===== config.mk =====
export PLATFORM = sky130hd
export DESIGN_NAME = ltcp_front
export DESIGN_NICKNAME = d
export VERILOG_FILES = /design/src/rtl/loop_trip_count_profiler_assert.svh /design/src/rtl/ltcp_pkg.sv /design/src/rtl/ltcp_front.sv
export SDC_FILE = /design/constraint.sdc
export NUM_CORES = 1
export LEC_CHECK = 0
export ABC_AREA = 1
export BUFFER_PORTS_ARGS = -buffer_cell sky130_fd_sc_hd__buf_4
export CORE_UTILIZATION = 44
export DETAILED_ROUTE_END_ITERATION = 6
export PLACE_DENSITY = 0.85
export SYNTH_ARGS = -nofsm -noshare
export SYNTH_HDL_FRONTEND = slang
export SYNTH_SLANG_ARGS = --single-unit
export TNS_END_PERCENT = 1

===== constraint.sdc =====
create_clock -name clock -period 4.8 [get_ports clock]
set_clock_uncertainty 0.15 [all_clocks]
set_input_delay 1.44 -clock clock [delete_from_list [all_inputs] [get_ports clock]]
set_output_delay 1.44 -clock clock [all_outputs]
set_load 0.02 [all_outputs]

===== src/rtl/loop_trip_count_profiler_assert.svh =====
// -----------------------------------------------------------------------------
// Loop trip count profiler assertion macros
// Shared concurrent assertion forms used by the profiler modules.
// -----------------------------------------------------------------------------
`ifndef LOOP_TRIP_COUNT_PROFILER_ASSERT_SVH
`define LOOP_TRIP_COUNT_PROFILER_ASSERT_SVH

// The consequent must hold in the same cycle as the antecedent.
`define LTCP_ASSERT_IMPLY(label, clk, rst, ante, cons, msg) \
   label: assert property (@(posedge clk) disable iff (rst) (ante) |-> (cons)) \
      else $error(msg);

// The consequent must hold in the cycle after the antecedent.
`define LTCP_ASSERT_NEXT(label, clk, rst, ante, cons, msg) \
   label: assert property (@(posedge clk) disable iff (rst) (ante) |=> (cons)) \
      else $error(msg);

// The expression must never be true.
`define LTCP_ASSERT_NEVER(label, clk, rst, expr, msg) \
   label: assert property (@(posedge clk) disable iff (rst) !(expr)) \
      else $error(msg);

`endif


===== src/rtl/ltcp_pkg.sv =====
// -----------------------------------------------------------------------------
// Loop trip count profiler package
// Types and constants shared by the profiler modules.
// -----------------------------------------------------------------------------
package ltcp_pkg;

   localparam int LOOPS_DEFAULT = 256;
   localparam int COUNT_WIDTH_DEFAULT = 32;
   localparam int TOTAL_WIDTH = 48;
   localparam int OUT_WIDTH = 32;
   localparam int LOOP_NUM_WIDTH = 8;
   localparam int CSR_WIDTH = 9;
   localparam logic [CSR_WIDTH-1:0] LOOPS_IN_USE_RESET = 9'd256;
   localparam int QUEUE_DEPTH = 2;

   typedef enum logic {
      OP_ENTRY = 1'b0,
      OP_ITER  = 1'b1
   } opcode_type;

   typedef enum logic [1:0] {
      BK_CLEAR,
      BK_IDLE,
      BK_UPDATE
   } back_state_type;

   typedef struct packed {
      opcode_type                opcode;
      logic [LOOP_NUM_WIDTH-1:0] loop_number;
      logic                      out_of_range;
   } item_type;

   typedef struct packed {
      logic clearing;
   } back_status_type;

endpackage


===== src/rtl/ltcp_front.sv =====
// -----------------------------------------------------------------------------
// Loop trip count profiler front end
// Accepts events, holds the loops-in-use register and flags out-of-range loops.
// -----------------------------------------------------------------------------
module ltcp_front #(
   parameter int LOOPS = ltcp_pkg::LOOPS_DEFAULT
) (
   input  logic                                clock,
   input  logic                                reset,
   input  logic                                start,
   output logic                                busy,
   input  logic                                req_opcode,
   input  logic [ltcp_pkg::LOOP_NUM_WIDTH-1:0] req_loop_number,
   input  logic                                csr_wr_en,
   input  logic [ltcp_pkg::CSR_WIDTH-1:0]      csr_wr_data,
   input  logic                                queue_full,
   input  ltcp_pkg::back_status_type           back_status,
   output logic                                push,
   output ltcp_pkg::item_type                  push_item
);

   localparam logic [16:0] LOOPS_LIMIT = 17'(LOOPS);

   logic [ltcp_pkg::CSR_WIDTH-1:0] loops_in_use_ff, loops_in_use_in;

   always_comb begin
      loops_in_use_in = loops_in_use_ff;
      if (csr_wr_en) begin
         loops_in_use_in = csr_wr_data;
      end
   end

   always_ff @(posedge clock) begin
      if (reset) begin
         loops_in_use_ff <= ltcp_pkg::LOOPS_IN_USE_RESET;
      end else begin
         loops_in_use_ff <= loops_in_use_in;
      end
   end

   always_comb begin
      busy = queue_full || back_status.clearing;
      push = start && !busy;
      push_item.opcode = ltcp_pkg::opcode_type'(req_opcode);
      push_item.loop_number = req_loop_number;
      push_item.out_of_range =
         (ltcp_pkg::CSR_WIDTH'(req_loop_number) >= loops_in_use_ff) ||
         (17'(req_loop_number) >= LOOPS_LIMIT);
   end

endmodule


# --- Word level (Yosys, flattened, before mapping) ---
# Cells that the tools add are included.
totals:
  in_bits: 24
  regBits: 9
  elab_cells: 5
op_classes:
  n_lt_le_gt_ge: 1
  n_reduce_logical: 3
ops:
  columns: ["op", "count"]
  rows:
  - ["8-bit by 9-bit >= comparator with 1-bit output", 1]
  - ["1-bit logical AND", 1]
  - ["1-bit zero test", 1]
  - ["1-bit logical OR", 1]

# --- Depth between registers and ports, before layout ---
depth:
  depth_word: 3
  depth_mapped: 8

# --- Worst setup path after synthesis ---
# Ideal clock, no wire load.
synth_timing:
  path_type: "input-to-output"
  start: "in req_loop_number[4] in the netlist's numbering"
  end: "out push_item[0] in the netlist's numbering"
  stages: 7
  n_path_buf: 0
  arrival_ns: 2.158
  setup_slack_ns: 1.052
  required_time_ns: 3.210
  path_cell_list: "ha_1 > nand2_1 > nor2_1 > nand2_1 > nand3_1 > nand2_1 > nand2_1"
synth_lines:
  columns: ["item", "line", "text"]
  rows:
  - ["start, declared", "ltcp_front.sv:13", "input logic [ltcp_pkg::LOOP_NUM_WIDTH-1:0] req_loop_number,"]
  - ["end, declared", "ltcp_front.sv:19", "output ltcp_pkg::item_type push_item"]

==> results.md <==
* Ant. Diodes at 0
* Wirelength per Cell at slightly above 10 µm
* Hold Path Class: register to register
* Vias at 566
* Die Span Y at just under 40 µm
* Avg Vias per Cell at around 4.6
* CTS H-tree lvls at 1
* P_int at roughly 140 µW
* Drt total wl at 1238 µm
* Yosys warns at 0
* Synth area leader: dfxtp_1
* CTS Sinks at 9
* Die area at between 1500 and 2000 µm²
* Commonest non-fill, non-tap cell in the layout: buf_4
* Worst Setup Start Kind: input pin
* Comb power frac at 0.295
* IO buf count at 33
* Clk pwr share at 0.294
* Mapped cell area at around 610 µm²
* Layout Nets at 141
* Yosys top cell area share at 0.2975
* Static Leakage at approximately 0.44 nW
* Pwr dens at approximately 240 nW/µm²
* Max Cap Viol at 0
* Clk slew on worst S/H paths at ~0.060 ns
* GPL Wtd Cong at 0.7257
* Hold Fails Final Rpt at 0
* Distinct cells, synth at 15
* DP HPWL at 995.8 µm
* Top post-synthesis cells by area: dfxtp_1 (30%), ha_1 (17%), buf_4 (11%), inv_1 (8.7%), a21oi_1 (7.4%)
* Cell count after synthesis at 81
* DR DRC count at 0
* Worst EP arrival at about 2.4 ns
* Chip width at 39.10 µm
* Largest net degree at the start of global routing at 16
* First-pass DRT Iterations at 4
* Max Buffers Root-to-Sink at 2
* Final worst path period share at 0.8356
* Maximum fanout along the worst path at 2
* Final core utilization at 0.6378
* GRT overflow at 0
* Worst slew pin tran at ~0.27 ns
* Sequential area share after synthesis at 0.2975
* Syn_nets at approximately 110
* Postcts setup bufs at 0
* Fmax at ~250 MHz
* Biggest register: loops_in_use_ff
* Critical path's slowest cell: ha_1
* Clk_lat worst skew at roughly 0.26 ns
* CP delay by family, top: adder cells
* Setup crit end kind: primary output
* Row Count at 13
* Number of global-route vias before repair at 450
* Switching power at around 58 µW
* Filler cells at approximately 120
* Top Registers: loops_in_use_ff: 9 flops
* Part of the power in registers at 0.410
* CP peak stage delay at about 0.31 ns
* Initial DRC count at 4
* # hold bufs at CTS at 0
* VDD IR max at a little over 0.2 mV
* Worst-path cell chain: buf_4 -> ha_1 -> a21oi_1 -> nor2_1 -> a21oi_1 -> nand2_1 -> buf_4
* P&R area growth vs syn at 35.33%
* Final setup fails at 0
* Layout cell share with drive strength beyond 1 at 0.3796
* First-pass GRT wire length at between 1500 and 2000 µm
* Final ANT Viol Nets at 0
* WP data required at between 3 and 4 ns
* GRT Resource Usage Total at 0.1816
* Ports at 36
* CTS buffer count at 3
* Mapped Avg Cell Area at approximately 7.5 µm²
* CP Class: input pin to primary output
* CTS tree: yes
* Sw Ratio at 0.2902
* Initial Utilization at 0.4713
* Max reg flops at 9
* Yosys reg bits at 9
* Initial antenna violation count at 0
* Worst relative slew slack at 0.8166
* Most frequent cells in the layout: buf_4 (33), inv_1 (14), nand2_1 (11), a21oi_1 (9), dfxtp_1 (9)
* Max Slew Vio Count at 0
* Status: finished clean
* Total core area at between 1000 and 1500 µm²
* Root Buffer Master: clkbuf_4
* Setup TNS at 0 ns
* RSZ-0062 raised after global routing: no
* Crit path buffers/inverters at 2
* Tmin final at around 4 ns
* Post-CTS Resized at 0
==> worst register-to-register path, delay by kind of cell (launching register included) <==
kind	cells	cell delay, ns
AOI/OAI and AO/OA	1	0.20
DFF	1	0.32
and+or+nand+nor	1	0.05
==> metrics by stage <==
step                total power, mW  cell area (µm²)  std cells  hold WS (ns)  setup WS (ns)
global route                 0.2137            819.5        123        0.3301         0.7732
floorplan                    0.1201            605.6         81        0.2872          1.052
global placement             0.1390            793.3        119        0.2961         0.8520
CTS                          0.2015            819.5        123        0.3157         0.7915
detailed placement           0.1419            793.3        119        0.3026         0.7951
finish                       0.1985            819.5        123        0.3139         0.7890
==> worst paths after layout <==
kind                              startpoint  cells after the start  slack (ns)                               to
max                       req_loop_number[6]                      7        0.79                     push_item[0]
min          loops_in_use_ff[3]$_SDFFE_PP0P_                      2        0.31  loops_in_use_ff[3]$_SDFFE_PP0P_
max reg2reg  loops_in_use_ff[0]$_SDFFE_PP0P_                      2        3.97  loops_in_use_ff[0]$_SDFFE_PP0P_
min reg2reg  loops_in_use_ff[3]$_SDFFE_PP0P_                      2        0.31  loops_in_use_ff[3]$_SDFFE_PP0P_
==> synthesized netlist by cell type, drive strengths merged <==
cell type,n
nand2,11
dfxtp,9
buf,10
ha,8
nor2,6
o21ai,9
nand3,1
inv,15
or2,1
a21oi,11
==> power groups by stage <==
stage	combinational, mW	sequential (mW)	clock [mW]
after floorplan	0.0375	0.0826	0
after global placement	0.0562	0.0828	0
after detailed placement	0.0589	0.0831	0
after CTS	0.0593	0.0815	0.0607
after global routing	0.0657	0.0818	0.0662
final	0.0587	0.0815	0.0584
==> area by class of cell <==
class / count / area [µm²] / area share
multi-input cells: 47 / 290.3 / 0.3542
flip-flops and latches: 9 / 180.2 / 0.2198
inverters: 15 / 56.30 / 0.06870
well taps: 15 / 18.77 / 0.02290
clock buffers: 4 / 26.28 / 0.03206
repair buffers: 33 / 247.7 / 0.3023
==> cells by family (layout without fill, tap and decap cells) <==
family          Yosys count  after routing  synth area share
buf+inv                  25             52            0.2231
flops                     9              9            0.2975
fa+ha+maj                 8              8            0.1653
simple gates             19             19            0.1240
compound gates           20             20            0.1901
==> per-layer routing <==
metal | vias to the layer above | wire length [µm] | part of all wire | track usage
li1 | 301 | - | - | -
met1 | 245 | 489 | 0.39 | 0.2049
met2 | 20 | 656 | 0.53 | 0.3000
met3 | 0 | 91 | 0.074 | 0.1040
met4 | 0 | 0 | 0 | 0.02586
met5 | - | 0 | 0 | 0
(Power assumes the default switching activity.)
