File: src/rtl/loop_trip_count_profiler_assert.svh
// -----------------------------------------------------------------------------
// Loop trip count profiler assertion macros
// Shared concurrent assertion forms used by the profiler modules.
// -----------------------------------------------------------------------------
`ifndef LOOP_TRIP_COUNT_PROFILER_ASSERT_SVH
`define LOOP_TRIP_COUNT_PROFILER_ASSERT_SVH

// The consequent must hold in the same cycle as the antecedent.
`define LTCP_ASSERT_IMPLY(label, clk, rst, ante, cons, msg) \
   label: assert property (@(posedge clk) disable iff (rst) (ante) |-> (cons)) \
      else $error(msg);

// The consequent must hold in the cycle after the antecedent.
`define LTCP_ASSERT_NEXT(label, clk, rst, ante, cons, msg) \
   label: assert property (@(posedge clk) disable iff (rst) (ante) |=> (cons)) \
      else $error(msg);

// The expression must never be true.
`define LTCP_ASSERT_NEVER(label, clk, rst, expr, msg) \
   label: assert property (@(posedge clk) disable iff (rst) !(expr)) \
      else $error(msg);

`endif

File: src/rtl/ltcp_pkg.sv
// -----------------------------------------------------------------------------
// Loop trip count profiler package
// Types and constants shared by the profiler modules.
// -----------------------------------------------------------------------------
package ltcp_pkg;

   localparam int LOOPS_DEFAULT = 256;
   localparam int COUNT_WIDTH_DEFAULT = 32;
   localparam int TOTAL_WIDTH = 48;
   localparam int OUT_WIDTH = 32;
   localparam int LOOP_NUM_WIDTH = 8;
   localparam int CSR_WIDTH = 9;
   localparam logic [CSR_WIDTH-1:0] LOOPS_IN_USE_RESET = 9'd256;
   localparam int QUEUE_DEPTH = 2;

   typedef enum logic {
      OP_ENTRY = 1'b0,
      OP_ITER  = 1'b1
   } opcode_type;

   typedef enum logic [1:0] {
      BK_CLEAR,
      BK_IDLE,
      BK_UPDATE
   } back_state_type;

   typedef struct packed {
      opcode_type                opcode;
      logic [LOOP_NUM_WIDTH-1:0] loop_number;
      logic                      out_of_range;
   } item_type;

   typedef struct packed {
      logic clearing;
   } back_status_type;

endpackage

File: src/rtl/ltcp_fifo.sv
// -----------------------------------------------------------------------------
// Loop trip count profiler event queue
// Short queue of classified events between the front and the back.
// -----------------------------------------------------------------------------
`include "loop_trip_count_profiler_assert.svh"

module ltcp_fifo (
   input  logic              clock,
   input  logic              reset,
   input  logic              push,
   input  ltcp_pkg::item_type push_item,
   input  logic              pop,
   output logic              pop_valid,
   output ltcp_pkg::item_type pop_item,
   output logic              full
);

   localparam int DEPTH = ltcp_pkg::QUEUE_DEPTH;
   localparam int PW = (DEPTH > 1) ? $clog2(DEPTH) : 1;
   localparam int CNTW = $clog2(DEPTH + 1);
   localparam logic [PW-1:0] LAST_PTR = PW'(DEPTH - 1);
   localparam logic [CNTW-1:0] FULL_COUNT = CNTW'(DEPTH);

   ltcp_pkg::item_type mem_ff [DEPTH];
   logic [PW-1:0]   wr_ptr_ff, wr_ptr_in;
   logic [PW-1:0]   rd_ptr_ff, rd_ptr_in;
   logic [CNTW-1:0] count_ff, count_in;

   always_comb begin
      wr_ptr_in = wr_ptr_ff;
      rd_ptr_in = rd_ptr_ff;
      count_in = count_ff;
      if (push) begin
         wr_ptr_in = (wr_ptr_ff == LAST_PTR) ? '0 : PW'(wr_ptr_ff + 1'b1);
      end
      if (pop) begin
         rd_ptr_in = (rd_ptr_ff == LAST_PTR) ? '0 : PW'(rd_ptr_ff + 1'b1);
      end
      if (push && !pop) begin
         count_in = CNTW'(count_ff + 1'b1);
      end else if (pop && !push) begin
         count_in = CNTW'(count_ff - 1'b1);
      end
   end

   always_ff @(posedge clock) begin
      if (reset) begin
         wr_ptr_ff <= '0;
         rd_ptr_ff <= '0;
         count_ff <= '0;
      end else begin
         wr_ptr_ff <= wr_ptr_in;
         rd_ptr_ff <= rd_ptr_in;
         count_ff <= count_in;
      end
   end

   always_ff @(posedge clock) begin
      if (push) begin
         mem_ff[wr_ptr_ff] <= push_item;
      end
   end

   assign pop_valid = (count_ff != '0);
   assign pop_item = mem_ff[rd_ptr_ff];
   assign full = (count_ff == FULL_COUNT);

   `LTCP_ASSERT_NEVER(a_no_push_when_full, clock, reset, push && full,
      "Event pushed into a full queue.")

endmodule

File: config.mk
export PLATFORM = sky130hd
export DESIGN_NAME = ltcp_fifo
export DESIGN_NICKNAME = d
export VERILOG_FILES = /design/src/rtl/ltcp_pkg.sv /design/src/rtl/ltcp_fifo.sv
export VERILOG_INCLUDE_DIRS = /design/src /design/src/rtl
export SDC_FILE = /design/constraint.sdc
export NUM_CORES = 1
export LEC_CHECK = 0
export ABC_CLOCK_PERIOD_IN_PS = 3000
export BUFFER_PORTS_ARGS = -buffer_cell sky130_fd_sc_hd__buf_2
export CORE_MARGIN = 4
export CORE_UTILIZATION = 53
export DETAILED_ROUTE_END_ITERATION = 8
export PLACE_DENSITY = 0.84
export SLEW_MARGIN = 20
export SYNTH_ARGS = -nofsm -noshare
export SYNTH_HDL_FRONTEND = slang
export SYNTH_SLANG_ARGS = --single-unit
export TNS_END_PERCENT = 20
File: constraint.sdc
create_clock -name clock -period 3 [get_ports clock]
set_input_delay 0.6 -clock clock [delete_from_list [all_inputs] [get_ports clock]]
set_output_delay 0.6 -clock clock [all_outputs]
set_load 0.01 [all_outputs]
# Word-level counts from Yosys, hierarchy flattened
# Memories as Yosys holds them, arrays and structs flattened. A register that Yosys moved wholly into a read port is not among the register bits.
# Cells that the tools add are included.
[totals] memories=1 in_bits=14 romBits=0 ram_bits=20 latch_bits=0 reg_bits=4
[memory_table] name="mem_ff" words=2 word_bits=10 rd=1 rd_ports_with_merged_regs=1 write_ports=1 line_no="ltcp_fifo.sv:24" rtl="ltcp_pkg::item_type mem_ff [DEPTH];"
[classes] add_sub_neg=4 n_mux=8 n_lt_le_gt_ge=0 multipliers=0 bitwise=0 n_eq_ne=1 shift=0 reduce_logical=6 n_div=0
[op_table] cell="1-bit two-way mux" count=6
[op_table] cell="2-bit two-way mux" count=2
[op_table] cell="2-bit nonzero test" count=2
[op_table] cell="1-bit adder, second input constant" count=2
[op_table] cell="2-bit by 1-bit adder with 2-bit output, second input constant" count=1
[op_table] cell="2-bit == test, second input constant" count=1
[op_table] cell="1-bit logical AND" count=2
[op_table] cell="1-bit logical NOT" count=2
[op_table] cell="2-bit by 1-bit subtractor with 2-bit output, second input constant" count=1

# Depth between registers and ports, before layout
[depth] ltp_word=4 ltp_mapped=5 mapped_depth_nobuf=5

# Worst setup path after synthesis
# No wires, ideal clock.
[synth_timing] kind="input to register" start="input port push" end="memory mem_ff[0][0] in the netlist's numbering, enable pin" arrival_ps=1108 t_required_ps=2623 setup_slack_ps=1515 setup_time_ps=377 stages=1 cell_sequence="nor2b_1"
[synth_via] elab_chain_cells=2
[synth_lines] item="from (decl)" line_no="ltcp_fifo.sv:10" rtl="input logic push,"
[synth_lines] item="1-bit two-way mux" line_no="ltcp_fifo.sv:59" rtl="if (push) begin"
[synth_lines] item="1-bit two-way mux (not written as such)" line_no="ltcp_fifo.sv:60" rtl="mem_ff[wr_ptr_ff] <= push_item;"
[synth_lines] item="to (decl)" line_no="ltcp_fifo.sv:24"
# Every way passes these cells.

==> impl_metrics.env <==
export IMPL_crit_fanout=10
export IMPL_worstSetupPathType="reg -> out"
export IMPL_grt_overflow=0
export IMPL_cp_depth=2
export IMPL_stdcell_area_um2=1099
export IMPL_maxSlewViolCount=0
export IMPL_setup_ws_ps=938.5
export IMPL_grt_pass1_wl_mm=2.270
export IMPL_grt_usage=0.1265
export IMPL_io_buffers=25
export IMPL_grt_pass1_vias=518
export IMPL_yosys_warnings=0
export IMPL_min_path_type="in -> reg"
export IMPL_cts_tree="done"
export IMPL_p_per_area_nw_per_um2=591.3
export IMPL_nNetsFinal=97
export IMPL_coreArea_um2=1577
export IMPL_clk_path_buf_depth=2
export IMPL_avgViaCountPerCell=5.186
export IMPL_netlist_instances=53
export IMPL_min_period_ps=2061
export IMPL_clock_fmax_mhz=485.1
export IMPL_clock_sinks=25
export IMPL_worst_pin_slew_ps=842.8
export IMPL_clk_pin_slew_worst_paths_ps=130
export IMPL_hold_depth=1
export IMPL_grt_max_degree=16
export IMPL_dr_pass1_iters=3
export IMPL_place_gp_congestion=0.6650
export IMPL_relSlewSlack=0.4370
export IMPL_timing_hold_ws_ps=459.2
export IMPL_cts_root_buf="clkbuf_4"
export IMPL_ant_nets=0
export IMPL_crit_chain="mux2_2, buf_2"
export IMPL_syn_num_nets=68
export IMPL_rsz0062_at_grt="no"
export IMPL_drc=0
export IMPL_peakVddDrop_mv=0.4147
export IMPL_crit_buf_inv=1
export IMPL_syn_avg_cell_area_um2=17.52
export IMPL_vias=503
export IMPL_max_cap_viol_count=0
export IMPL_placed_area_um2=1069
export IMPL_nFillCells=115
export IMPL_rows=14
export IMPL_wl_met1_um=550
export IMPL_cp_end_kind="output pin"
export IMPL_outcome="finished clean"
export IMPL_fin_crit_sh=0.6872
export IMPL_postCtsSetupRepairBufs=0
export IMPL_finalSetupViolations=0
export IMPL_synth_cell_types=16
export IMPL_leakage_uw=0.0004359
export IMPL_cts_hold_buffers=0
export IMPL_start_util=0.5889
export IMPL_die_area_um2=2486
export IMPL_area_delta_synth_final_pct=18.33
export IMPL_setup_tns_ps=0
export IMPL_synthesis_area_um2=928.4
export IMPL_slowest_delay_ps=610
export IMPL_grt_antenna_before_repair=0
export IMPL_finalHoldViolations=0
export IMPL_highest_layer="met4"
export IMPL_met2WireLength_um=731
export IMPL_drive_gt1_frac=0.5062
export IMPL_totalWireLength_mm=1.387
export IMPL_die_width_um=49.86
export IMPL_cts_resized=0
export IMPL_crit_family="flip-flops"
export IMPL_io_pins=26
export IMPL_crit_arrival_ps=1460
export IMPL_insertion_delay_ps=320
export IMPL_skew_ps=10.73
export IMPL_die_y_um=49.86
export IMPL_worstPathRequired_ps=2400
export IMPL_drt_iter0_markers=2
export IMPL_pre_cts_ws_ps=1163
export IMPL_ys_seq_elements=25
export IMPL_seq_area_frac_synth=0.7547
export IMPL_dp_hpwl_um=999.5
export IMPL_route_met3_wl_um=90
export IMPL_rr_worst_depth=1
export IMPL_critical_path_slowest_cell="dfxtp_1"
export IMPL_antenna_cells=0
export IMPL_cts_buffers=3
export IMPL_rrSetupSlack_ps=1630
export IMPL_worstSetupStartpointType="flip-flop"
export IMPL_cts_htree_levels=1
export IMPL_post_drt_wl_per_cell_um=14.30
==> final timing paths <==
check / to / startpoint
worst max-delay path: pop_item[2] / flip-flop
worst min-delay path: mem_ff[1][7] / push_item[7]
worst max register to register: mem_ff[0][3] / wr_ptr_ff
worst min register to register: count_ff[1] / count_ff[1]
==> per-stage QoR <==
step / total power, µW / utilization / instances
2_1_floorplan: 475.2 / - / 53
3_3_place_gp: 509.9 / 0.6778 / 93
3_5_place_dp: 514.7 / 0.6778 / 93
4_1_cts: 660.1 / 0.6968 / 97
5_1_grt: 685.5 / 0.6968 / 97
6_report: 649.6 / 0.6968 / 97
==> area by class of cell <==
| type | instances | area (µm²) | area share |
|---|---|---|---|
| multi-input cells | 26 | 219.0 | 0.1993 |
| well taps | 16 | 20.02 | 0.01822 |
| inverters | 1 | 3.754 | 0.003417 |
| repair buffers | 25 | 125.1 | 0.1139 |
| flip-flops and latches | 25 | 700.7 | 0.6378 |
| clock inverters | 1 | 7.507 | 0.006834 |
| clock buffers | 3 | 22.52 | 0.02050 |
==> sequential cells by signal (all words and copies together) (netlist names), named ones only <==
name       flops
mem_ff        20
count_ff       2
rd_ptr_ff      1
wr_ptr_ff      1
==> per-layer routing <==
metal  vias up  GRT usage
li1        249          -
met1       235     0.1386
met2        17     0.2159
met3         2    0.05723
met4         0    0.04147
met5         -          0
==> where the power goes <==
| group | total, µW | internal, µW | leakage, µW | switching, µW |
|---|---|---|---|---|
| logic | 89.4 | 46.9 | 0.000193 | 42.5 |
| registers | 415 | 401 | 0.000229 | 14.2 |
| clock network | 145 | 50.9 | 0.0000139 | 94.1 |
| total | 650 | 499 | 0.000436 | 151 |
==> layout by cell type (no fill, tap or decap), drive strengths merged <==
| master | count |
|---|---|
| buf | 25 |
| edfxtp | 20 |
| mux2 | 10 |
| dfxtp | 5 |
| nor2 | 4 |
| clkbuf | 3 |
| xnor2 | 2 |
| xor2 | 2 |
| inv | 1 |
| or2 | 1 |
| and2b | 1 |
| and2 | 1 |
| nor2b | 1 |
| o21ai | 1 |
| or3 | 1 |
| a21oi | 1 |
| ha | 1 |
| clkinvlp | 1 |
==> synthesized netlist by cell type (all sizes together) <==
cell,number,area share
a21oi,1,0.0054
and2,1,0.0067
and2b,1,0.0094
buf,1,0.0054
dfxtp,5,0.11
edfxtp,20,0.65
ha,1,0.013
inv,1,0.0040
mux2,10,0.12
nor2,4,0.016
nor2b,1,0.0067
o21ai,1,0.0054
or2,1,0.0067
or3,1,0.0067
xnor2,2,0.019
xor2,2,0.019
==> kinds of logic after synthesis <==
kind of cell / share of synthesized area
DFF: 0.7547
muxes: 0.1213
and+or+nand+nor: 0.05257
xor gates and xnor gates: 0.03774
AOI/OAI and AO/OA: 0.01077
buffers and inverters: 0.009425
adders and majority gates: 0.01347
(Power assumes the default switching activity.)
